**config.mk**
```make
export PLATFORM = sky130hd
export DESIGN_NAME = blh_front
export DESIGN_NICKNAME = d
export VERILOG_FILES = /design/src/rtl/bond_length_histogram_unit_macros.svh /design/src/rtl/blh_pkg.sv /design/src/rtl/blh_front.sv
export SDC_FILE = /design/constraint.sdc
export NUM_CORES = 1
export LEC_CHECK = 0
export BUFFER_PORTS_ARGS = -buffer_cell sky130_fd_sc_hd__buf_2
export CORE_UTILIZATION = 55
export CTS_CLUSTER_DIAMETER = 150
export DETAILED_ROUTE_END_ITERATION = 16
export PLACE_DENSITY = 0.91
export SYNTH_ARGS = -nofsm -noshare
export SYNTH_HDL_FRONTEND = slang
export SYNTH_SLANG_ARGS = --single-unit
```
**constraint.sdc**
```tcl
create_clock -name clk_i -period 13.13 [get_ports clk_i]
set_input_delay 0.6565 -clock clk_i [delete_from_list [all_inputs] [get_ports clk_i]]
set_output_delay 0.6565 -clock clk_i [all_outputs]
set_load 0.005 [all_outputs]
```
**src/rtl/bond_length_histogram_unit_macros.svh**
```systemverilog
// ----------------------------------------------------------------------------
// Bond length histogram unit assertion macros
// Assertion macros shared by the histogram RTL.
// ----------------------------------------------------------------------------
`ifndef BOND_LENGTH_HISTOGRAM_UNIT_MACROS_SVH
`define BOND_LENGTH_HISTOGRAM_UNIT_MACROS_SVH

// Consequent must hold in the same cycle as the antecedent.
`define BLH_ASSERT_HOLDS(label, clk, rst_n, ante, cons, msg) \
  label: assert property (@(posedge clk) disable iff (!rst_n) (ante) |-> (cons)) \
    else $error(msg);

// Consequent must hold in the cycle after the antecedent.
`define BLH_ASSERT_NEXT(label, clk, rst_n, ante, cons, msg) \
  label: assert property (@(posedge clk) disable iff (!rst_n) (ante) |=> (cons)) \
    else $error(msg);

`endif

```
**src/rtl/blh_pkg.sv**
```systemverilog
// ----------------------------------------------------------------------------
// blh_pkg
// Types and fixed constants of the bond length histogram unit.
// ----------------------------------------------------------------------------
package blh_pkg;

  localparam int unsigned DIST_W      = 16;
  localparam int unsigned ELEM_W      = 7;
  localparam int unsigned ELEM_IDX_W  = 4;   // element numbers below the limit (at most 16)
  localparam int unsigned KEY_W       = 8;   // pair keys up to 16*16-1
  localparam int unsigned BIN_SEL_W   = 7;
  localparam int unsigned BIN_W       = 10;  // bins up to 1023
  localparam int unsigned BIN_FULL_W  = 11;  // raw bin value before the range check
  localparam int unsigned BIN_SCALE   = 100;
  localparam int unsigned FRAC_BITS   = 12;
  localparam int unsigned PROD_W      = FRAC_BITS + BIN_FULL_W;
  localparam int unsigned TYPE_COUNT  = 4;
  localparam int unsigned TOTAL_W     = 48;
  localparam int unsigned OUT_COUNT_W = 32;
  localparam int unsigned WIDE_W      = 64;
  localparam int unsigned PAIRS_W     = 6;
  localparam int unsigned CFG_INDEX_W = 1;
  localparam int unsigned CFG_DATA_W  = 16;
  localparam int unsigned QUEUE_DEPTH = 2;
  localparam int unsigned QUEUE_PTR_W = 1;
  localparam int unsigned QUEUE_CNT_W = 2;

  localparam logic [DIST_W-1:0]  MIN_DIST_RESET = 16'd4096;
  localparam logic [DIST_W-1:0]  MAX_DIST_RESET = 16'd8192;
  localparam logic [PAIRS_W-1:0] PAIRS_MAX      = 6'd63;

  typedef enum logic [1:0] {
    KIND_RECORD        = 2'd0,
    KIND_READ_BIN      = 2'd1,
    KIND_READ_COUNTERS = 2'd2,
    KIND_IGNORE        = 2'd3
  } kind_e;

  typedef enum logic [2:0] {
    ST_COUNTED     = 3'd0,
    ST_TOO_SHORT   = 3'd1,
    ST_TOO_LONG    = 3'd2,
    ST_BAD_ELEMENT = 3'd3,
    ST_NO_TYPE     = 3'd4,
    ST_READ        = 3'd5
  } status_e;

  typedef enum logic [1:0] {
    TYPE_AROMATIC = 2'd0,
    TYPE_SINGLE   = 2'd1,
    TYPE_DOUBLE   = 2'd2,
    TYPE_TRIPLE   = 2'd3
  } bond_type_e;

  typedef enum logic [CFG_INDEX_W-1:0] {
    CFG_MIN_DISTANCE = 1'b0,
    CFG_MAX_DISTANCE = 1'b1
  } cfg_index_e;

  typedef enum logic [2:0] {
    OP_COUNT       = 3'd0,
    OP_SHORT       = 3'd1,
    OP_LONG        = 3'd2,
    OP_BAD_ELEMENT = 3'd3,
    OP_READ        = 3'd4
  } op_e;

  typedef enum logic [1:0] {
    B_CLEAR = 2'd0,
    B_IDLE  = 2'd1,
    B_EXEC  = 2'd2
  } back_state_e;

  typedef struct packed {
    kind_e                kind;
    logic [ELEM_W-1:0]    element_a;
    logic [ELEM_W-1:0]    element_b;
    logic                 flag_aromatic;
    logic                 flag_single;
    logic                 flag_double;
    logic                 flag_triple;
    logic [DIST_W-1:0]    distance;
    logic [BIN_SEL_W-1:0] bin_select;
    logic [1:0]           type_select;
  } in_item_t;

  typedef struct packed {
    status_e                status;
    logic [OUT_COUNT_W-1:0] bin_count;
    logic                   pair_seen;
    logic [TOTAL_W-1:0]     type_total;
    logic [OUT_COUNT_W-1:0] short_count;
    logic [OUT_COUNT_W-1:0] long_count;
    logic [PAIRS_W-1:0]     pairs_seen_count;
  } out_item_t;

  // Classified work item passed from the front to the back.
  typedef struct packed {
    op_e              op;
    logic             type_hit;
    bond_type_e       sel_type;
    logic             elems_ok;
    logic             bin_ok;
    logic [KEY_W-1:0] key;
    logic [BIN_W-1:0] bin;
  } q_entry_t;

  typedef struct packed {
    logic full;
    logic empty;
  } q_status_t;

endpackage

```
**src/rtl/blh_front.sv**
```systemverilog
// ----------------------------------------------------------------------------
// blh_front
// Accepts items, holds the distance window and classifies each bond.
// ----------------------------------------------------------------------------
module blh_front #(
  parameter int unsigned ELEMENT_LIMIT = 10,
  parameter int unsigned BIN_COUNT     = 101
) (
  input  logic                                clk_i,
  input  logic                                rst_ni,
  input  logic                                in_valid_i,
  output logic                                in_ready_o,
  input  blh_pkg::in_item_t                   in_item_i,
  input  logic                                cfg_we_i,
  input  logic [blh_pkg::CFG_INDEX_W-1:0]     cfg_index_i,
  input  logic [blh_pkg::CFG_DATA_W-1:0]      cfg_data_i,
  input  logic                                clear_busy_i,
  input  blh_pkg::q_status_t                  q_status_i,
  output logic                                push_o,
  output blh_pkg::q_entry_t                   entry_o
);

  logic [blh_pkg::DIST_W-1:0]     min_q, max_q;
  logic                           elems_ok;
  logic [blh_pkg::ELEM_IDX_W-1:0] elem_a, elem_b, elem_hi, elem_lo;
  logic [blh_pkg::DIST_W-1:0]     diff;
  logic [blh_pkg::PROD_W-1:0]     prod;
  logic [blh_pkg::BIN_FULL_W-1:0] bin_full;
  logic                           bin_fits, bsel_fits;

  always_ff @(posedge clk_i or negedge rst_ni) begin
    if (!rst_ni) begin
      min_q <= blh_pkg::MIN_DIST_RESET;
      max_q <= blh_pkg::MAX_DIST_RESET;
    end else if (cfg_we_i) begin
      unique case (cfg_index_i)
        blh_pkg::CFG_MIN_DISTANCE: min_q <= cfg_data_i;
        blh_pkg::CFG_MAX_DISTANCE: max_q <= cfg_data_i;
        default: ;
      endcase
    end
  end

  assign in_ready_o = !q_status_i.full && !clear_busy_i;
  assign push_o     = in_valid_i && in_ready_o && (in_item_i.kind != blh_pkg::KIND_IGNORE);

  assign elems_ok = (in_item_i.element_a < blh_pkg::ELEM_W'(ELEMENT_LIMIT)) &&
                    (in_item_i.element_b < blh_pkg::ELEM_W'(ELEMENT_LIMIT));
  assign elem_a   = in_item_i.element_a[blh_pkg::ELEM_IDX_W-1:0];
  assign elem_b   = in_item_i.element_b[blh_pkg::ELEM_IDX_W-1:0];
  assign elem_hi  = (elem_a > elem_b) ? elem_a : elem_b;
  assign elem_lo  = (elem_a > elem_b) ? elem_b : elem_a;

  // bin = floor((distance - min) * 100 / 4096)
  assign diff      = in_item_i.distance - min_q;
  assign prod      = blh_pkg::PROD_W'(diff) * blh_pkg::PROD_W'(blh_pkg::BIN_SCALE);
  assign bin_full  = prod[blh_pkg::FRAC_BITS +: blh_pkg::BIN_FULL_W];
  assign bin_fits  = bin_full < blh_pkg::BIN_FULL_W'(BIN_COUNT);
  assign bsel_fits = blh_pkg::BIN_FULL_W'(in_item_i.bin_select) <
                     blh_pkg::BIN_FULL_W'(BIN_COUNT);

  always_comb begin
    entry_o          = '0;
    entry_o.elems_ok = elems_ok;
    entry_o.key      = blh_pkg::KEY_W'(elem_hi * ELEMENT_LIMIT + elem_lo);

    if (in_item_i.kind == blh_pkg::KIND_RECORD) begin
      entry_o.bin    = bin_full[blh_pkg::BIN_W-1:0];
      entry_o.bin_ok = bin_fits;
      priority if (in_item_i.distance < min_q) begin
        entry_o.op = blh_pkg::OP_SHORT;
      end else if (in_item_i.distance > max_q) begin
        entry_o.op = blh_pkg::OP_LONG;
      end else if (!bin_fits) begin
        entry_o.op = blh_pkg::OP_LONG;
      end else if (!elems_ok) begin
        entry_o.op = blh_pkg::OP_BAD_ELEMENT;
      end else begin
        entry_o.op = blh_pkg::OP_COUNT;
      end
      // first matching flag wins
      entry_o.type_hit = 1'b1;
      priority if (in_item_i.flag_aromatic) begin
        entry_o.sel_type = blh_pkg::TYPE_AROMATIC;
      end else if (in_item_i.flag_single) begin
        entry_o.sel_type = blh_pkg::TYPE_SINGLE;
      end else if (in_item_i.flag_double) begin
        entry_o.sel_type = blh_pkg::TYPE_DOUBLE;
      end else if (in_item_i.flag_triple) begin
        entry_o.sel_type = blh_pkg::TYPE_TRIPLE;
      end else begin
        entry_o.sel_type = blh_pkg::TYPE_AROMATIC;
        entry_o.type_hit = 1'b0;
      end
    end else begin
      entry_o.op       = blh_pkg::OP_READ;
      entry_o.sel_type = blh_pkg::bond_type_e'(in_item_i.type_select);
      entry_o.bin      = blh_pkg::BIN_W'(in_item_i.bin_select);
      entry_o.bin_ok   = bsel_fits;
    end
  end

endmodule

```
After elaboration in Yosys (flattened, before gate mapping) --
Index checks and enable logic that the tools add are counted. Widths: inputs -> output; s select.
Word-level totals: RAM bits 0, word-level logic and storage cells 43, memory bits (read-only) 0, bits in latches 0, register bits after elaboration 32, output and inout bits 28, bits of input ports 69, memories 0
Operators by class: multipliers 2, eq/ne operators 1, shift-type cells 0, order comparisons 7, multiplexer cells 19, bitwise gates (word level) 1, div/mod/pow operators 0, reduce and logical (&&, ||, !) cells 9, add/sub/neg operators 2
Operators with widths (number):
- $mul 16x5->21 const B | 1
- $mux 2 | 9
- $gt 16x16->1 | 1
- $lt 16x16->1 | 1
- $sub 16x16->16 | 1
- $lt 7x4->1 const B | 2
- $lt 11x7->1 const B | 1
- $mux 10 | 1
- $add 8x4->8 | 1
- $mux 4 | 2
- $lt 7x7->1 const B | 1
- $mul 4x3->7 const B | 1
- $mux 1 | 6
- $gt 4x4->1 | 1
- $logic_and 1x1->1 | 4
- $reduce_and 2->1 | 2
- $mux 3 | 1
- $logic_not 1->1 | 2
- $logic_not 2->1 | 1
- $ne 2x2->1 const B | 1
- $not 1->1 | 1

Logic depth before layout (Yosys ltp) --
word-level depth 7, depth in mapped cells 26, gate-level depth less buffers 26

Worst setup path before layout --
OpenSTA, ideal clock, no wires.
path kind input-to-output, start input in_item_i[9] (netlist name), end output entry_o[23] (netlist name), arrival 5882 ps, slack 6591 ps, data required time 12474 ps, stages 24, cells stage by stage inv_1 ha_1 inv_1 fa_1 a211oi_2 nor2_1 or4_1 a41o_1 or2_2 xor2_1 ha_1 ha_1 inv_1 fa_1 inv_1 ha_1 or3_1 o21ai_0 a21oi_1 and3_1 a211o_4 a211o_1 nor4_2 a22o_1
RTL lines:
- from (decl) | line blh_front.sv:13 | input blh_pkg::in_item_t in_item_i,
- to (decl) | line blh_front.sv:20 | output blh_pkg::q_entry_t entry_o

==> results.cfg <==
[detailed_routing]
drc_errors = 0
first_iter_violations = 128
ant_nets = 0
wl_per_cell_um = 13.8
via_count = 4106
avgViaCountPerCell = 5.50
wirelength_um = 10300
drtPass1Iterations = 4

[cells_and_area]
nets = 815
final_cell_count_no_fill = 746
final_util_pct = 64.5
layout_common_cells = 97 x inv_1, 95 x buf_2, 92 x ha_1
final_common_cell = inv_1
area_delta_synth_final_pct = 13.5
final_layout_size_suffix_gt1_share_pct = 21.2
multi_input_comb_area_um2 = 3410
antenna_cells = 0
design_area_um2 = 5270
regArea_um2 = 803
fillers = 683

[power]
power_frac_comb_pct = 87.6
seqPwrFrac_pct = 7.9
p_switching_mw = 0.781
power.density_nw_per_um2 = 285
internal_power_mw = 0.724
power_mw = 1.50
pwr-share-clk_pct = 4.5
total_leakage_power_nw = 2.89
sw_frac_of_total_pct = 51.9
vdd_drop_max_mv = 0.190

[timing]
setup_tns_ns = 0
tightestPinTransition_ns = 0.683
layout_min_cycle_time_ns = 7.22
slew_headroom_pct = 54.5
hold_viol = 0
timing.hold.ws_ns = 0.412
finalCritPeriodShare_pct = 55.0
rsz0062_at_grt = no
setup_viol = 0
finClkSkew_ns = 0
slew_viol_final = 0
fmax_ghz = 0.138
setup_slack_ns = 5.91

[synth]
syn_nets = 724
ys_async_sr_fraction_pct = 100
yosysWarnings = 0
ys.flop_type = dfrtp_1
synth-seq-cells = 32
netlist_area_um2 = 4640
synth_edf_count = 0
ys_seq_area_share_pct = 17.3
synthCells = 550
syn_area_per_cell_um2 = 8.44
synth_cell_type_count = 59

[worst_setup_path]
critical_path_arrival_ns = 6.56
path_class = in2out
cp-end-kind = output pin
path_max_fanout = 7
required_ns = 12.47
setup.worst_path.start_class = primary input

[place]
place.gp.congestion = 0.824
placed_area_um2 = 5190
port_buffers = 95
dp_worst_setup_slack_ns = 5.90
dp_hpwl_um = 8760
dp.cells = 739

[clock_tree]
post_cts_buffers = 0
cts_sinks = 32
path_clk_slew_ns = 0.06
cts_buffers = 5
root_buffer = clkbuf_8
clk_latency_ns = 0.28
cts.hold.buffers_added = 0
cts_buffer_depth = 2
cts_tree = built
htree_levels = 2
post_cts_resized = 0

[floorplan]
core_area_um2 = 8180
die_h_um = 93.9
die_width_um = 93.9
start_util_pct = 56.8
rows = 33
die-area_um2 = 8820
ios = 97

[grt]
grt_start_max_net_pins = 33
grt_pass1_vias = 4077
grt_pass1_wl_um = 17000
grt-ovfl-total = 0
antenna_found_initial = 0
grt.total_usage_pct = 23.8

[worst_hold_path]
hp-class = in2async

[job]
cap_violations = 0

[status]
status = complete, no violations
==> cells by family after synthesis <==
| family | Yosys count | synth area share (%) |
|---|---|---|
| simple gates | 124 | 13.5 |
| compound gates | 120 | 16.9 |
| buf+inv | 109 | 9.27 |
| fa+ha+maj | 105 | 30.4 |
| xor+xnor | 36 | 6.95 |
| flops | 32 | 17.3 |
| mux | 24 | 5.71 |
==> power by group through the flow <==
stage	Clock, mW	Sequential, mW	Combinational (mW)
finish	0.0677	0.119	1.32
global route	0.0728	0.120	1.48
CTS	0.0689	0.119	1.30
detailed placement	0	0.121	1.29
global placement	0	0.119	1.21
floorplan	0	0.118	1.02
==> final timing paths <==
check	from	end	depth (start not counted)	slack [ns]
max in group asynchronous	rst_ni	max_q[10]$_DFFE_PN0P_	1	12.27
min reg2reg	max_q[12]$_DFFE_PN0P_	max_q[12]$_DFFE_PN0P_	1	0.50
min	rst_ni	min_q[0]$_DFFE_PN0P_	1	0.41
max	in_item_i[9]	entry_o[23]	27	5.91
max reg2reg	min_q[12]$_DFFE_PN1P_	min_q[12]$_DFFE_PN1P_	2	12.32
min in group clk_i	max_q[12]$_DFFE_PN0P_	max_q[12]$_DFFE_PN0P_	1	0.50
==> worst max-delay path, cell delays in order <==
cell and delay, ns:
buf_2 0.09, inv_1 0.07, ha_1 0.17, inv_1 0.05
fa_1 0.42, a211oi_2 0.21, nor2_1 0.10, or4_1 0.43
a41o_1 0.27, o41a_4 0.38, xnor2_2 0.24, inv_1 0.12
xnor2_1 0.15, ha_1 0.31, inv_1 0.05, fa_1 0.53
inv_1 0.05, ha_1 0.21, or3_1 0.35, o21ai_0 0.08
a21oi_1 0.10, and3_1 0.23, a211o_4 0.35, a211o_1 0.30
nor4_2 0.36, a22o_1 0.17, buf_2 0.10
==> registers in the layout (all words and copies together) (netlist names) <==
signal	flops
min_q	16
max_q	16
==> layout make-up <==
class                   count  area share (%)
multi-input cells         409            64.7
repair buffers             96            9.16
inverters                  97            6.91
flip-flops and latches     32            15.2
well taps                 105            2.49
clock buffers               6            1.38
clock inverters             1          0.0950
==> Yosys cell counts (2+ instances only) <==
master	instances	area, µm²
inv_1	97	364
ha_1	92	1150
nand2_1	47	176
o21ai_0	42	210
dfrtp_1	30	751
a21oi_1	29	145
nor2_1	23	86.3
xnor2_1	21	184
mux2_2	20	225
xor2_1	14	123
fa_1	13	260
a21o_1	9	67.6
and3_1	8	50.1
clkbuf_1	7	26.3
nor2b_1	7	43.8
nand2b_1	6	37.5
a211oi_1	5	37.5
nor3_1	5	25.0
o31ai_1	5	37.5
a211o_1	4	35.0
mux2i_1	4	40.0
nand4_1	4	25.0
nor4_1	4	25.0
a31oi_1	3	18.8
and2_1	3	18.8
nand3_1	3	15.0
o21a_1	3	22.5
o21bai_1	3	22.5
a311oi_1	2	17.5
a41o_1	2	20.0
buf_6	2	22.5
dfstp_2	2	52.6
o211ai_1	2	15.0
or2_2	2	12.5
or3_1	2	12.5
or4_1	2	15.0
==> metal layers <==
metal | share of wire, % | up-vias | global-route usage [%]
li1 | - | 2070 | -
met2 | 51 | 122 | 45.4
met1 | 43 | 1898 | 27.5
met3 | 3.9 | 16 | 1.70
met4 | 1.9 | 0 | 8.46
met5 | 0 | - | 0
Note: power is estimated with default switching activity, not from simulation.
