**config.mk**
```make
export PLATFORM = sky130hd
export DESIGN_NAME = blh_queue
export DESIGN_NICKNAME = d
export VERILOG_FILES = /design/src/rtl/bond_length_histogram_unit_macros.svh /design/src/rtl/blh_pkg.sv /design/src/rtl/blh_queue.sv
export SDC_FILE = /design/constraint.sdc
export NUM_CORES = 1
export LEC_CHECK = 0
export CORE_MARGIN = 10
export CORE_UTILIZATION = 60
export DETAILED_ROUTE_END_ITERATION = 8
export DONT_BUFFER_PORTS = 1
export PLACE_DENSITY = 0.76
export SETUP_SLACK_MARGIN = 0.02
export SYNTH_ARGS = -nofsm -noshare
export SYNTH_HDL_FRONTEND = slang
export SYNTH_SLANG_ARGS = --single-unit
```
**constraint.sdc**
```tcl
create_clock -name clk_i -period 5.49 [get_ports clk_i]
set_clock_uncertainty 0.15 [all_clocks]
set_input_delay 0.2745 -clock clk_i [delete_from_list [all_inputs] [get_ports clk_i]]
set_output_delay 0.2745 -clock clk_i [all_outputs]
set_load 0.01 [all_outputs]
```
**src/rtl/bond_length_histogram_unit_macros.svh**
```systemverilog
// ----------------------------------------------------------------------------
// Bond length histogram unit assertion macros
// Assertion macros shared by the histogram RTL.
// ----------------------------------------------------------------------------
`ifndef BOND_LENGTH_HISTOGRAM_UNIT_MACROS_SVH
`define BOND_LENGTH_HISTOGRAM_UNIT_MACROS_SVH

// Consequent must hold in the same cycle as the antecedent.
`define BLH_ASSERT_HOLDS(label, clk, rst_n, ante, cons, msg) \
  label: assert property (@(posedge clk) disable iff (!rst_n) (ante) |-> (cons)) \
    else $error(msg);

// Consequent must hold in the cycle after the antecedent.
`define BLH_ASSERT_NEXT(label, clk, rst_n, ante, cons, msg) \
  label: assert property (@(posedge clk) disable iff (!rst_n) (ante) |=> (cons)) \
    else $error(msg);

`endif

```
**src/rtl/blh_pkg.sv**
```systemverilog
// ----------------------------------------------------------------------------
// blh_pkg
// Types and fixed constants of the bond length histogram unit.
// ----------------------------------------------------------------------------
package blh_pkg;

  localparam int unsigned DIST_W      = 16;
  localparam int unsigned ELEM_W      = 7;
  localparam int unsigned ELEM_IDX_W  = 4;   // element numbers below the limit (at most 16)
  localparam int unsigned KEY_W       = 8;   // pair keys up to 16*16-1
  localparam int unsigned BIN_SEL_W   = 7;
  localparam int unsigned BIN_W       = 10;  // bins up to 1023
  localparam int unsigned BIN_FULL_W  = 11;  // raw bin value before the range check
  localparam int unsigned BIN_SCALE   = 100;
  localparam int unsigned FRAC_BITS   = 12;
  localparam int unsigned PROD_W      = FRAC_BITS + BIN_FULL_W;
  localparam int unsigned TYPE_COUNT  = 4;
  localparam int unsigned TOTAL_W     = 48;
  localparam int unsigned OUT_COUNT_W = 32;
  localparam int unsigned WIDE_W      = 64;
  localparam int unsigned PAIRS_W     = 6;
  localparam int unsigned CFG_INDEX_W = 1;
  localparam int unsigned CFG_DATA_W  = 16;
  localparam int unsigned QUEUE_DEPTH = 2;
  localparam int unsigned QUEUE_PTR_W = 1;
  localparam int unsigned QUEUE_CNT_W = 2;

  localparam logic [DIST_W-1:0]  MIN_DIST_RESET = 16'd4096;
  localparam logic [DIST_W-1:0]  MAX_DIST_RESET = 16'd8192;
  localparam logic [PAIRS_W-1:0] PAIRS_MAX      = 6'd63;

  typedef enum logic [1:0] {
    KIND_RECORD        = 2'd0,
    KIND_READ_BIN      = 2'd1,
    KIND_READ_COUNTERS = 2'd2,
    KIND_IGNORE        = 2'd3
  } kind_e;

  typedef enum logic [2:0] {
    ST_COUNTED     = 3'd0,
    ST_TOO_SHORT   = 3'd1,
    ST_TOO_LONG    = 3'd2,
    ST_BAD_ELEMENT = 3'd3,
    ST_NO_TYPE     = 3'd4,
    ST_READ        = 3'd5
  } status_e;

  typedef enum logic [1:0] {
    TYPE_AROMATIC = 2'd0,
    TYPE_SINGLE   = 2'd1,
    TYPE_DOUBLE   = 2'd2,
    TYPE_TRIPLE   = 2'd3
  } bond_type_e;

  typedef enum logic [CFG_INDEX_W-1:0] {
    CFG_MIN_DISTANCE = 1'b0,
    CFG_MAX_DISTANCE = 1'b1
  } cfg_index_e;

  typedef enum logic [2:0] {
    OP_COUNT       = 3'd0,
    OP_SHORT       = 3'd1,
    OP_LONG        = 3'd2,
    OP_BAD_ELEMENT = 3'd3,
    OP_READ        = 3'd4
  } op_e;

  typedef enum logic [1:0] {
    B_CLEAR = 2'd0,
    B_IDLE  = 2'd1,
    B_EXEC  = 2'd2
  } back_state_e;

  typedef struct packed {
    kind_e                kind;
    logic [ELEM_W-1:0]    element_a;
    logic [ELEM_W-1:0]    element_b;
    logic                 flag_aromatic;
    logic                 flag_single;
    logic                 flag_double;
    logic                 flag_triple;
    logic [DIST_W-1:0]    distance;
    logic [BIN_SEL_W-1:0] bin_select;
    logic [1:0]           type_select;
  } in_item_t;

  typedef struct packed {
    status_e                status;
    logic [OUT_COUNT_W-1:0] bin_count;
    logic                   pair_seen;
    logic [TOTAL_W-1:0]     type_total;
    logic [OUT_COUNT_W-1:0] short_count;
    logic [OUT_COUNT_W-1:0] long_count;
    logic [PAIRS_W-1:0]     pairs_seen_count;
  } out_item_t;

  // Classified work item passed from the front to the back.
  typedef struct packed {
    op_e              op;
    logic             type_hit;
    bond_type_e       sel_type;
    logic             elems_ok;
    logic             bin_ok;
    logic [KEY_W-1:0] key;
    logic [BIN_W-1:0] bin;
  } q_entry_t;

  typedef struct packed {
    logic full;
    logic empty;
  } q_status_t;

endpackage

```
**src/rtl/blh_queue.sv**
```systemverilog
// ----------------------------------------------------------------------------
// blh_queue
// Two-entry queue of classified items between the front and the back.
// ----------------------------------------------------------------------------
module blh_queue (
  input  logic                clk_i,
  input  logic                rst_ni,
  input  logic                push_i,
  input  blh_pkg::q_entry_t   entry_i,
  input  logic                pop_i,
  output blh_pkg::q_entry_t   head_o,
  output blh_pkg::q_status_t  status_o
);

  blh_pkg::q_entry_t                   entries_q [blh_pkg::QUEUE_DEPTH];
  logic [blh_pkg::QUEUE_PTR_W-1:0]     wr_ptr_q, wr_ptr_d;
  logic [blh_pkg::QUEUE_PTR_W-1:0]     rd_ptr_q, rd_ptr_d;
  logic [blh_pkg::QUEUE_CNT_W-1:0]     count_q, count_d;

  always_comb begin
    wr_ptr_d = wr_ptr_q;
    rd_ptr_d = rd_ptr_q;
    count_d  = count_q;
    if (push_i) begin
      wr_ptr_d = wr_ptr_q + 1'b1;
    end
    if (pop_i) begin
      rd_ptr_d = rd_ptr_q + 1'b1;
    end
    priority if (push_i && !pop_i) begin
      count_d = count_q + 1'b1;
    end else if (pop_i && !push_i) begin
      count_d = count_q - 1'b1;
    end else begin
      count_d = count_q;
    end
  end

  always_ff @(posedge clk_i or negedge rst_ni) begin
    if (!rst_ni) begin
      wr_ptr_q <= '0;
      rd_ptr_q <= '0;
      count_q  <= '0;
    end else begin
      wr_ptr_q <= wr_ptr_d;
      rd_ptr_q <= rd_ptr_d;
      count_q  <= count_d;
    end
  end

  always_ff @(posedge clk_i) begin
    if (push_i) begin
      entries_q[wr_ptr_q] <= entry_i;
    end
  end

  assign head_o         = entries_q[rd_ptr_q];
  assign status_o.full  = (count_q == blh_pkg::QUEUE_CNT_W'(blh_pkg::QUEUE_DEPTH));
  assign status_o.empty = (count_q == '0);

endmodule

```
# Word-level counts from Yosys, hierarchy flattened
# Memory sizes are Yosys's and may differ from the RTL's.
# Cells that the tools add are included.
[classes] n_mux=4 add_sub_neg=4 n_eq_ne=1 reduce_logical=6
[ops] op="$mux 2" count=2
[ops] op="$add 1x1->1 const B" count=2
[ops] op="$add 2x1->2 const B" count=1
[ops] op="$eq 2x2->1 const B" count=1
[ops] op="$logic_and 1x1->1" count=2
[ops] op="$logic_not 1->1" count=2
[ops] op="$logic_not 2->1" count=1
[ops] op="$mux 1" count=2
[ops] op="$reduce_bool 2->1" count=1
[ops] op="$sub 2x1->2 const B" count=1
[totals] elab_cells=19 register_bits=4 out_inout_bits=28 ram_bits=52 mem_count=1 inputBits=30
[memory_table] memory="entries_q" depth=2 width=26 read_ports=1 rd_ports_with_merged_regs=0 write_ports=1 line_no="blh_queue.sv:15" rtl="blh_pkg::q_entry_t entries_q [blh_pkg::QUEUE_DEPTH];"

# Longest topological paths before layout
# Gate-level depths: netlist (run 1).
[logic_depth] ltp_word=4 ltp_mapped=5

# Least setup slack after synthesis (run 1)
# OpenSTA, ideal clock, no wires.
[synth_path] path_type="register to register" startpoint="register wr_ptr_q" endpoint="memory entries_q[0][0] (netlist name) (enable)" arrival_time_ns=1.578 slack_ns=3.350 setup_time_ns=0.412 path_stages_with_launch=2 path_cell_list="dfrtp_1 -> nor2b_1"
[synth_rtl] element="start: declaration" line_no="blh_queue.sv:16" rtl="logic [blh_pkg::QUEUE_PTR_W-1:0] wr_ptr_q, wr_ptr_d;"
[synth_rtl] element="start signal: assignment" line_no="blh_queue.sv:45" rtl="wr_ptr_q <= wr_ptr_d;"
[synth_rtl] element="end: declaration" line_no="blh_queue.sv:15"
# Straight into the memory's write port.

==> flow_metrics.env, run 1 <==
export IMPL_core_mm2=0.00342
export IMPL_synth_top_cell_by_area="edfxtp_1"
export IMPL_reg2reg_from="wr_ptr_q"
export IMPL_p_clk_share_pct=14.5
export IMPL_slew_limit_headroom_pct=22.5
export IMPL_final_util_pct=74.0
export IMPL_crit_start="rd_ptr_q"
export IMPL_worstReg2RegEnd="entries_q[1][0]"
export IMPL_cp_start_kind="flop"
export IMPL_switching_share_pct=29.9
export IMPL_yosys_warnings=0
export IMPL_p_int_uw=781
export IMPL_grt_ovfl_total=0
export IMPL_route_detailed_drc=0
export IMPL_synth_cells=97
export IMPL_post_place_ws_ns=3.62
export IMPL_synth_nets=128
export IMPL_boundaryPins=58
export IMPL_clockRootBuffer="clkbuf_4"
export IMPL_synth_cell_types=13
export IMPL_seq_area_frac_synth_pct=76.8
export IMPL_p_leak_uw=0.000922
export IMPL_via_per_inst=5.36
export IMPL_layout_setup_ws_ns=3.52
export IMPL_htreeDepth=2
export IMPL_wl_per_cell_um=19.9
export IMPL_vias=954
export IMPL_setup_viol=0
export IMPL_final_max_slew_viol_count=0
export IMPL_share_comb_of_total_power_pct=31.7
export IMPL_synth_top_cell_area_share_pct=72.2
export IMPL_crit_type="flop to primary output"
export IMPL_netlist_area_mm2=0.00216
export IMPL_initial_core_util_pct=63.3
export IMPL_postCtsHoldBufs=29
export IMPL_vdd_drop_max_mv=0.471
export IMPL_final_hold_viol_count=0
export IMPL_clock_latency_ns=0.36
export IMPL_dp_cells=142
export IMPL_fin_nets=163
export IMPL_drv_cap=0
export IMPL_fin_tns_setup_ns=0
export IMPL_pwr_share_seq_pct=53.8
export IMPL_synthToLayoutAreaGrowth_pct=16.8
export IMPL_drt_iter0_markers=62
export IMPL_antenna_found_initial=0
export IMPL_max_freq_mhz=509
export IMPL_status="completed"
export IMPL_fin_cells=178
export IMPL_worstMarginPinSlew_ns=1.16
export IMPL_cp_end_kind="primary output"
export IMPL_die_x_um=80.0
export IMPL_cts_setup_buffers=0
export IMPL_post_route_period_util_pct=35.8
export IMPL_p_switching_uw=333
export IMPL_drive_above_1_share_pct=27.3
export IMPL_grt_max_degree=28
export IMPL_gp_congestion=0.582
export IMPL_num_antenna_cells=0
export IMPL_fillerInstances=208
export IMPL_crit_path_cell_trace="buf_4, mux2_2"
export IMPL_routed_wirelength_um=3550
export IMPL_grt_pass1_wl_um=5400
export IMPL_endpoint="head_o[15]"
export IMPL_grt_pass1_vias=997
export IMPL_arrival_ns=1.54
export IMPL_final_antenna_net_count=0
export IMPL_die_height_um=80.0
export IMPL_r2r_slack_ns=3.63
export IMPL_cts_resized=0
export IMPL_first_pass_iters=4
export IMPL_port_buffers=0
export IMPL_p_per_area_mw_per_mm2=441
export IMPL_min_period_ns=1.97
export IMPL_avgSynthCellArea_um2=22.3
export IMPL_grt_total_usage_pct=11.3
export IMPL_cts_tree="done"
export IMPL_slowest_delay_ns=0.43
export IMPL_hold_class="input pin to asynchronous set/reset pin"
export IMPL_clk_pin_slew_ns=0.13
export IMPL_clock_path_buffers=2
export IMPL_path_max_fanout=27
export IMPL_reg2reg_depth=1
export IMPL_cp_required_ns=5.07
export IMPL_ys_seq_elements=56
export IMPL_fin_hold_ws_ns=0.0107
export IMPL_synth_area_leaders="edfxtp_1 (72%), mux2_4 (13%), dfrtp_1 (4.6%)"
export IMPL_cpMaxStageDelayCell="mux2_2"
export IMPL_hpwlAfterDp_um=2410
export IMPL_die_area_mm2=0.00641
export IMPL_cts_made_buffers=5
export IMPL_clock_sink_count=56
export IMPL_row_count=21
export IMPL_rsz0062_at_grt="false"
## layout by cell type, fill, tap and decap left out, drive strengths merged
cell,n
and2,1
buf,2
clkbuf,5
clkinv,1
clkinvlp,1
dfrtp,4
dlygate4sd3,29
edfxtp,52
ha,1
inv,1
mux2,26
nor2,2
nor2b,2
xnor2,1
xor2,4
## worst max-delay path, delay by kind of cell (launching register included)
family	cells	cell delay (ns)
muxes	1	0.43
buffers and inverters	1	0.39
DFF	1	0.35
## state kept, by name, summed over array words and instances, names as in the netlist
| register | flops |
|---|---|
| rd_ptr_q | 1 |
| count_q | 2 |
| wr_ptr_q | 1 |
| entries_q | 52 |
## metrics by stage
step / total power, µW / instance area [µm²]
2_1_floorplan: 923 / 2160
3_3_place_gp: 940 / 2190
3_5_place_dp: 953 / 2190
4_1_cts: 1130 / 2530
5_1_grt: 1160 / 2530
6_report: 1110 / 2530
## Yosys cell counts
library cell and instances:
edfxtp_1 52, mux2_4 19, mux2_2 7, dfrtp_1 4, xor2_1 4, buf_12 2
nor2_1 2, nor2b_1 2, and2_1 1, buf_6 1, ha_1 1, inv_1 1
xnor2_1 1
## how the worst min path moves through the flow
stage | startpoint | to | slack [ns] | cells after the start
5_1_grt | rst_ni | wr_ptr_q | 0.0008 | 1
6_report | rst_ni | count_q[1] | 0.01 | 1
4_1_cts | rst_ni | count_q[0] | 0.003 | 1
3_3_place_gp | rst_ni | rd_ptr_q | -0.17 | 0
3_5_place_dp | rst_ni | count_q[1] | -0.17 | 0
2_1_floorplan | rst_ni | count_q[0] | -0.17 | 0
## power by group through the flow
stage	clock (µW)	sequential [µW]	combinational, µW
floorplan	0	602	321
global placement	0	604	336
detailed placement	0	611	342
CTS	164	600	362
global route	176	608	381
finish	162	599	353
## cells by family after synthesis
group | count (synthesis) | synth area share, %
flops | 56 | 76.8
buf+inv | 4 | 2.54
xor+xnor | 5 | 2.02
simple gates | 5 | 1.21
mux | 26 | 16.8
fa+ha+maj | 1 | 0.578
## area by class of cell
type / count / area [µm²] / share of cell area (%)
Clock buffer: 5 / 37.5 / 1.49
Clock inverter: 2 / 12.5 / 0.495
Inverter: 1 / 3.75 / 0.149
Multi-Input combinational cell: 37 / 449 / 17.8
Sequential cell: 56 / 1660 / 65.7
Tap cell: 46 / 57.6 / 2.28
Timing Repair Buffer: 31 / 305 / 12.1
## per-layer routing
layer / GRT usage, % / share of wire [%] / routed length, µm / up-vias
met5: 0 / 0 / 0 / -
met4: 4.23 / 1.5 / 52 / 0
met3: 6.31 / 10 / 364 / 6
met2: 19.7 / 54 / 1930 / 37
met1: 10.7 / 34 / 1210 / 469
li1: - / - / - / 442
Power figures use the tool's default switching activity.
==> run 2, diff against run 1 <==
Settings changed: ABC_AREA from default to 1.
Clock period 5.49 ns to 1.85 ns, I/O delays scaled along.
==> flow_metrics.env, run 2 <==
export IMPL_status="completed"
export IMPL_p_per_area_mw_per_mm2=1290
export IMPL_antenna_found_initial=0
export IMPL_cts_resized=0
export IMPL_fin_cells=194
export IMPL_synth_top_cell_by_area="edfxtp_1"
export IMPL_grt_pass1_wl_um=5860
export IMPL_cts_setup_buffers=0
export IMPL_port_buffers=0
export IMPL_p_leak_uw=0.000986
export IMPL_boundaryPins=58
export IMPL_drive_above_1_share_pct=25.7
export IMPL_drt_iter0_markers=66
export IMPL_synth_top_cell_area_share_pct=71.5
export IMPL_vdd_drop_max_mv=0.866
export IMPL_synth_cells=106
export IMPL_clock_latency_ns=0.35
export IMPL_synth_common_cells="edfxtp_1 (52), mux2_4 (19), inv_1 (7), mux2_2 (7), nand2_1 (5)"
export IMPL_place_area_mm2=0.00225
export IMPL_top_register="entries_q"
export IMPL_final_common_cell="edfxtp_1"
export IMPL_finalInstanceArea_mm2=0.00261
export IMPL_finalPower_uw=3370
export IMPL_slew_limit_headroom_pct=76.6
export IMPL_largest_register_ffs=52
export IMPL_first_pass_iters=4
export IMPL_r2r_slack_ns=0.57
export IMPL_largestRegisters="entries_q x52, count_q x2"
export IMPL_cts_tree="done"
export IMPL_hold_class="input pin to flop"
export IMPL_final_max_slew_viol_count=0
export IMPL_yosys_warnings=0
export IMPL_die_x_um=80.3
export IMPL_synth_flop_cell="edfxtp_1"
export IMPL_reg2reg_from="wr_ptr_q"
export IMPL_cp_required_ns=1.61
export IMPL_yosysMostFrequentCell="edfxtp_1"
export IMPL_ff_latch_area_mm2=0.00166
export IMPL_route_detailed_drc=0
export IMPL_gp_congestion=0.580
export IMPL_core_mm2=0.00342
export IMPL_seq_area_frac_synth_pct=76.1
export IMPL_path_max_fanout=19
export IMPL_die_area_mm2=0.00645
export IMPL_holdPathEnd="entries_q[0][14]"
export IMPL_hpwlAfterDp_um=2620
export IMPL_initial_core_util_pct=63.9
export IMPL_synthArstFlopShare_pct=7.14
export IMPL_reg2reg_depth=2
export IMPL_fillerInstances=213
export IMPL_synth_area_leaders="edfxtp_1 (72%), mux2_4 (13%), dfrtp_1 (4.6%)"
export IMPL_cts_made_buffers=5
export IMPL_avgSynthCellArea_um2=20.6
export IMPL_fin_nets=178
export IMPL_worstMarginPinSlew_ns=0.350
export IMPL_netlist_area_mm2=0.00218
export IMPL_vias=1026
export IMPL_cp_end_kind="primary output"
export IMPL_clk_pin_slew_ns=0.13
export IMPL_htreeDepth=2
export IMPL_layout_common_cells="edfxtp_1 (52), dlygate4sd3_1 (31), mux2_4 (19), inv_1 (7), mux2_2 (7)"
export IMPL_die_height_um=80.3
export IMPL_ys_seq_elements=56
export IMPL_fin_tns_setup_ns=0
export IMPL_crit_type="flop to primary output"
export IMPL_grt_total_usage_pct=12.1
export IMPL_min_from="entry_i[14]"
export IMPL_grt_max_degree=20
export IMPL_clock_path_buffers=2
export IMPL_dp_cells=155
export IMPL_synth_edf_count=52
export IMPL_clock_sink_count=56
export IMPL_multi_input_area_um2=447
export IMPL_synth_cell_types=14
export IMPL_row_count=21
export IMPL_setup_viol=0
export IMPL_clockRootBuffer="clkbuf_4"
export IMPL_min_path_cells=1
export IMPL_max_freq_mhz=598
export IMPL_wl_per_cell_um=18.8
export IMPL_via_per_inst=5.29
export IMPL_grt_pass1_vias=1171
export IMPL_rsz0062_at_grt="false"
export IMPL_synthToLayoutAreaGrowth_pct=19.5
export IMPL_final_antenna_net_count=0
export IMPL_min_period_ns=1.67
export IMPL_post_route_period_util_pct=90.4
export IMPL_grt_ovfl_total=0
export IMPL_num_antenna_cells=0
export IMPL_drv_cap=0
export IMPL_routed_wirelength_um=3660
export IMPL_final_hold_viol_count=0
export IMPL_cp_start_kind="flop"
export IMPL_arrival_ns=1.43
export IMPL_synth_nets=137
export IMPL_worstReg2RegEnd="entries_q[0][24]"
## run 2: cell types whose count changed after synthesis, sizes merged, moves of 2 or more
cell,previous run,this run
inv,1,7
nand2,0,5
nor2b,2,0
xor2,4,2
## run 2: cell type report
| class | count | area share (%) |
|---|---|---|
| sequential | 56 | 63.7 |
| multi-input combinational | 40 | 17.1 |
| timing repair buffer | 37 | 14.1 |
| tap | 46 | 2.21 |
| clock buffer | 7 | 1.73 |
| inverter | 7 | 1.01 |
| clock inverter | 1 | 0.144 |
## run 2: worst max path at each step
| stage | start | to | slack (ns) | cells past startpoint |
|---|---|---|---|---|
| detailed placement | rd_ptr_q | head_o[12] | 0.56 | 2 |
| floorplan | wr_ptr_q | entries_q[0][0] | 0.19 | 1 |
| global route | rd_ptr_q | head_o[12] | 0.09 | 2 |
| finish | rd_ptr_q | head_o[13] | 0.18 | 2 |
| global placement | wr_ptr_q | entries_q[0][22] | 0.59 | 2 |
| CTS | rd_ptr_q | head_o[12] | 0.15 | 2 |
## run 2: repair_timing
action | in CTS | in global routing
hold buffers | 30 | 1
hold endpoints to repair | 74 | 3
endpoints found under the setup margin | 0 | 0
## run 2: layer usage
metal / routed length (µm) / up-vias / GRT usage (%)
met5: 0 / - / 0
met4: 43 / 0 / 3.70
met3: 348 / 5 / 6.46
met2: 2070 / 38 / 21.7
met1: 1190 / 507 / 11.6
li1: - / 476 / -
## run 2: critical path: stages, from the launching register on
cell and delay [ns]:
dfrtp_1 0.37, buf_4 0.33, mux2_4 0.36
## run 2: through the flow
stage	hold WS (ns)	worst slack [ns]	util [%]
after CTS	0.00710	0.148	76.1
after global placement	-0.353	0.591	65.9
after floorplan	-0.353	0.194	-
final	0.228	0.178	76.4
after global routing	0.200	0.0891	76.4
after detailed placement	-0.353	0.557	65.9
## run 2: power breakdown
part	internal [µW]	leakage (µW)	switching (µW)
sequential	1690	0.000535	95.1
clock	147	0.0000269	317
combinational	536	0.000424	585
total	2370	0.000986	996
## run 2: cells by family after synthesis
group,after synthesis,synth area share (%)
flops,56,76.1
buf+inv,10,3.55
simple gates,10,1.89
fa+ha+maj,1,0.573
xor+xnor,3,1.20
mux,26,16.7
==> run 3, diff against run 2 <==
Settings changed: CORE_UTILIZATION 60 to 25, CTS_CLUSTER_SIZE from default to 40, PLACE_DENSITY 0.76 to default.
Clock period 1.85 ns to 2.1 ns, I/O delays scaled along.
==> flow_metrics.env, run 3 (synthesis results as in run 2) <==
export IMPL_synthToLayoutAreaGrowth_pct=24.1
export IMPL_num_antenna_cells=0
export IMPL_grt_pass1_wl_um=6220
export IMPL_port_buffers=0
export IMPL_p_per_area_mw_per_mm2=1160
export IMPL_first_pass_iters=4
export IMPL_finalInstanceArea_mm2=0.00271
export IMPL_routed_wirelength_um=4120
export IMPL_fin_nets=174
export IMPL_max_freq_mhz=613
export IMPL_initial_core_util_pct=25.4
export IMPL_post_place_ws_ns=0.663
export IMPL_final_common_cell="edfxtp_1"
export IMPL_min_path_cells=2
export IMPL_cts_resized=0
export IMPL_grt_total_usage_pct=6.24
export IMPL_worstReg2RegEnd="entries_q[1][24]"
export IMPL_hold_class="input pin to flop"
export IMPL_r2r_slack_ns=0.69
export IMPL_via_per_inst=3.96
export IMPL_core_mm2=0.00859
export IMPL_largest_register_ffs=52
export IMPL_rsz0062_at_grt="false"
export IMPL_clk_pin_slew_ns=0.10
export IMPL_wl_per_cell_um=16.3
export IMPL_cp_start_kind="flop"
export IMPL_gp_congestion=0.741
export IMPL_cts_tree="done"
export IMPL_final_max_slew_viol_count=0
export IMPL_vias=997
export IMPL_crit_type="flop to primary output"
export IMPL_min_from="push_i"
export IMPL_htreeDepth=2
export IMPL_top_register="entries_q"
export IMPL_path_max_fanout=25
export IMPL_largestRegisters="entries_q x52, count_q x2"
export IMPL_clockRootBuffer="clkbuf_8"
export IMPL_row_count=34
export IMPL_setup_viol=0
export IMPL_drive_above_1_share_pct=27.1
export IMPL_antenna_found_initial=0
export IMPL_clock_sink_count=56
export IMPL_slew_limit_headroom_pct=75.9
export IMPL_die_height_um=113
export IMPL_layout_common_cells="edfxtp_1 (52), dlygate4sd3_1 (30), mux2_4 (19), inv_1 (7), mux2_2 (7)"
export IMPL_drt_iter0_markers=33
export IMPL_p_leak_uw=0.000992
export IMPL_clock_latency_ns=0.30
export IMPL_reg2reg_depth=3
export IMPL_final_antenna_net_count=0
export IMPL_die_x_um=113
export IMPL_cp_required_ns=1.85
export IMPL_vdd_drop_max_mv=0.713
export IMPL_boundaryPins=58
export IMPL_clock_path_buffers=2
export IMPL_route_detailed_drc=0
export IMPL_final_util_pct=31.5
export IMPL_cts_made_buffers=5
export IMPL_die_area_mm2=0.0129
export IMPL_final_hold_viol_count=0
export IMPL_worstMarginPinSlew_ns=0.361
export IMPL_status="completed"
export IMPL_grt_ovfl_total=0
export IMPL_fin_tns_setup_ns=0
export IMPL_cp_end_kind="primary output"
export IMPL_arrival_ns=1.38
export IMPL_post_route_period_util_pct=77.7
export IMPL_reg2reg_from="wr_ptr_q"
export IMPL_min_period_ns=1.63
export IMPL_place_area_mm2=0.00232
export IMPL_grt_pass1_vias=1158
export IMPL_hpwlAfterDp_um=2970
export IMPL_grt_max_degree=26
export IMPL_layout_setup_ws_ns=0.468
export IMPL_drv_cap=0
export IMPL_holdPathEnd="entries_q[1][16]"
==> run 3: area by class of cell <==
cell class	count	area (µm²)
clock buffer	5	68.8
clock inverter	3	22.5
timing repair buffer	33	348
fill	849	5880
multi-input combinational	40	447
tap	108	135
inverter	7	26.3
sequential	56	1660
==> run 3: critical path: stages, from the launching register on <==
cell and delay [ns]:
dfrtp_2 0.43, buf_12 0.22, mux2_2 0.41
==> run 3: through the flow <==
step / power, µW / cells / hold slack, ns
6_report: 3160 / 252 / 0.0793
5_1_grt: 3340 / 252 / 0.0776
4_1_cts: 3240 / 252 / 0.0766
3_5_place_dp: 2590 / 214 / -0.340
3_3_place_gp: 2550 / 214 / -0.340
2_1_floorplan: 2420 / 106 / -0.341
==> run 3: timing repair <==
item | CTS | global route
buffers inserted | 0 | 0
hold endpoints to repair | 60 | 0
endpoints found under the setup margin | 0 | 0
hold buffers | 30 | 0
==> run 3: worst max path at each step <==
stage | from | to | cells past startpoint
2_1_floorplan | wr_ptr_q | entries_q[0][0] | 1
3_3_place_gp | wr_ptr_q | entries_q[1][24] | 3
3_5_place_dp | wr_ptr_q | entries_q[0][24] | 2
4_1_cts | rd_ptr_q | head_o[10] | 2
5_1_grt | rd_ptr_q | head_o[10] | 2
6_report | rd_ptr_q | head_o[10] | 2
==> run 3: where the power goes <==
part / internal, µW / switching [µW] / leakage (µW)
combinational: 470 / 527 / 0.000410
sequential: 1490 / 91.4 / 0.000534
clock: 240 / 340 / 0.0000485
==> run 3: per-layer routing <==
layer  share of wire, %  up-vias  track usage, %  wire [µm]
met5                  0        -               0          0
met2                 51       36            10.8       2090
met4               0.56        0            1.78         23
met1                 41      493            6.46       1710
met3                7.3        2            3.25        302
li1                   -      466               -          -
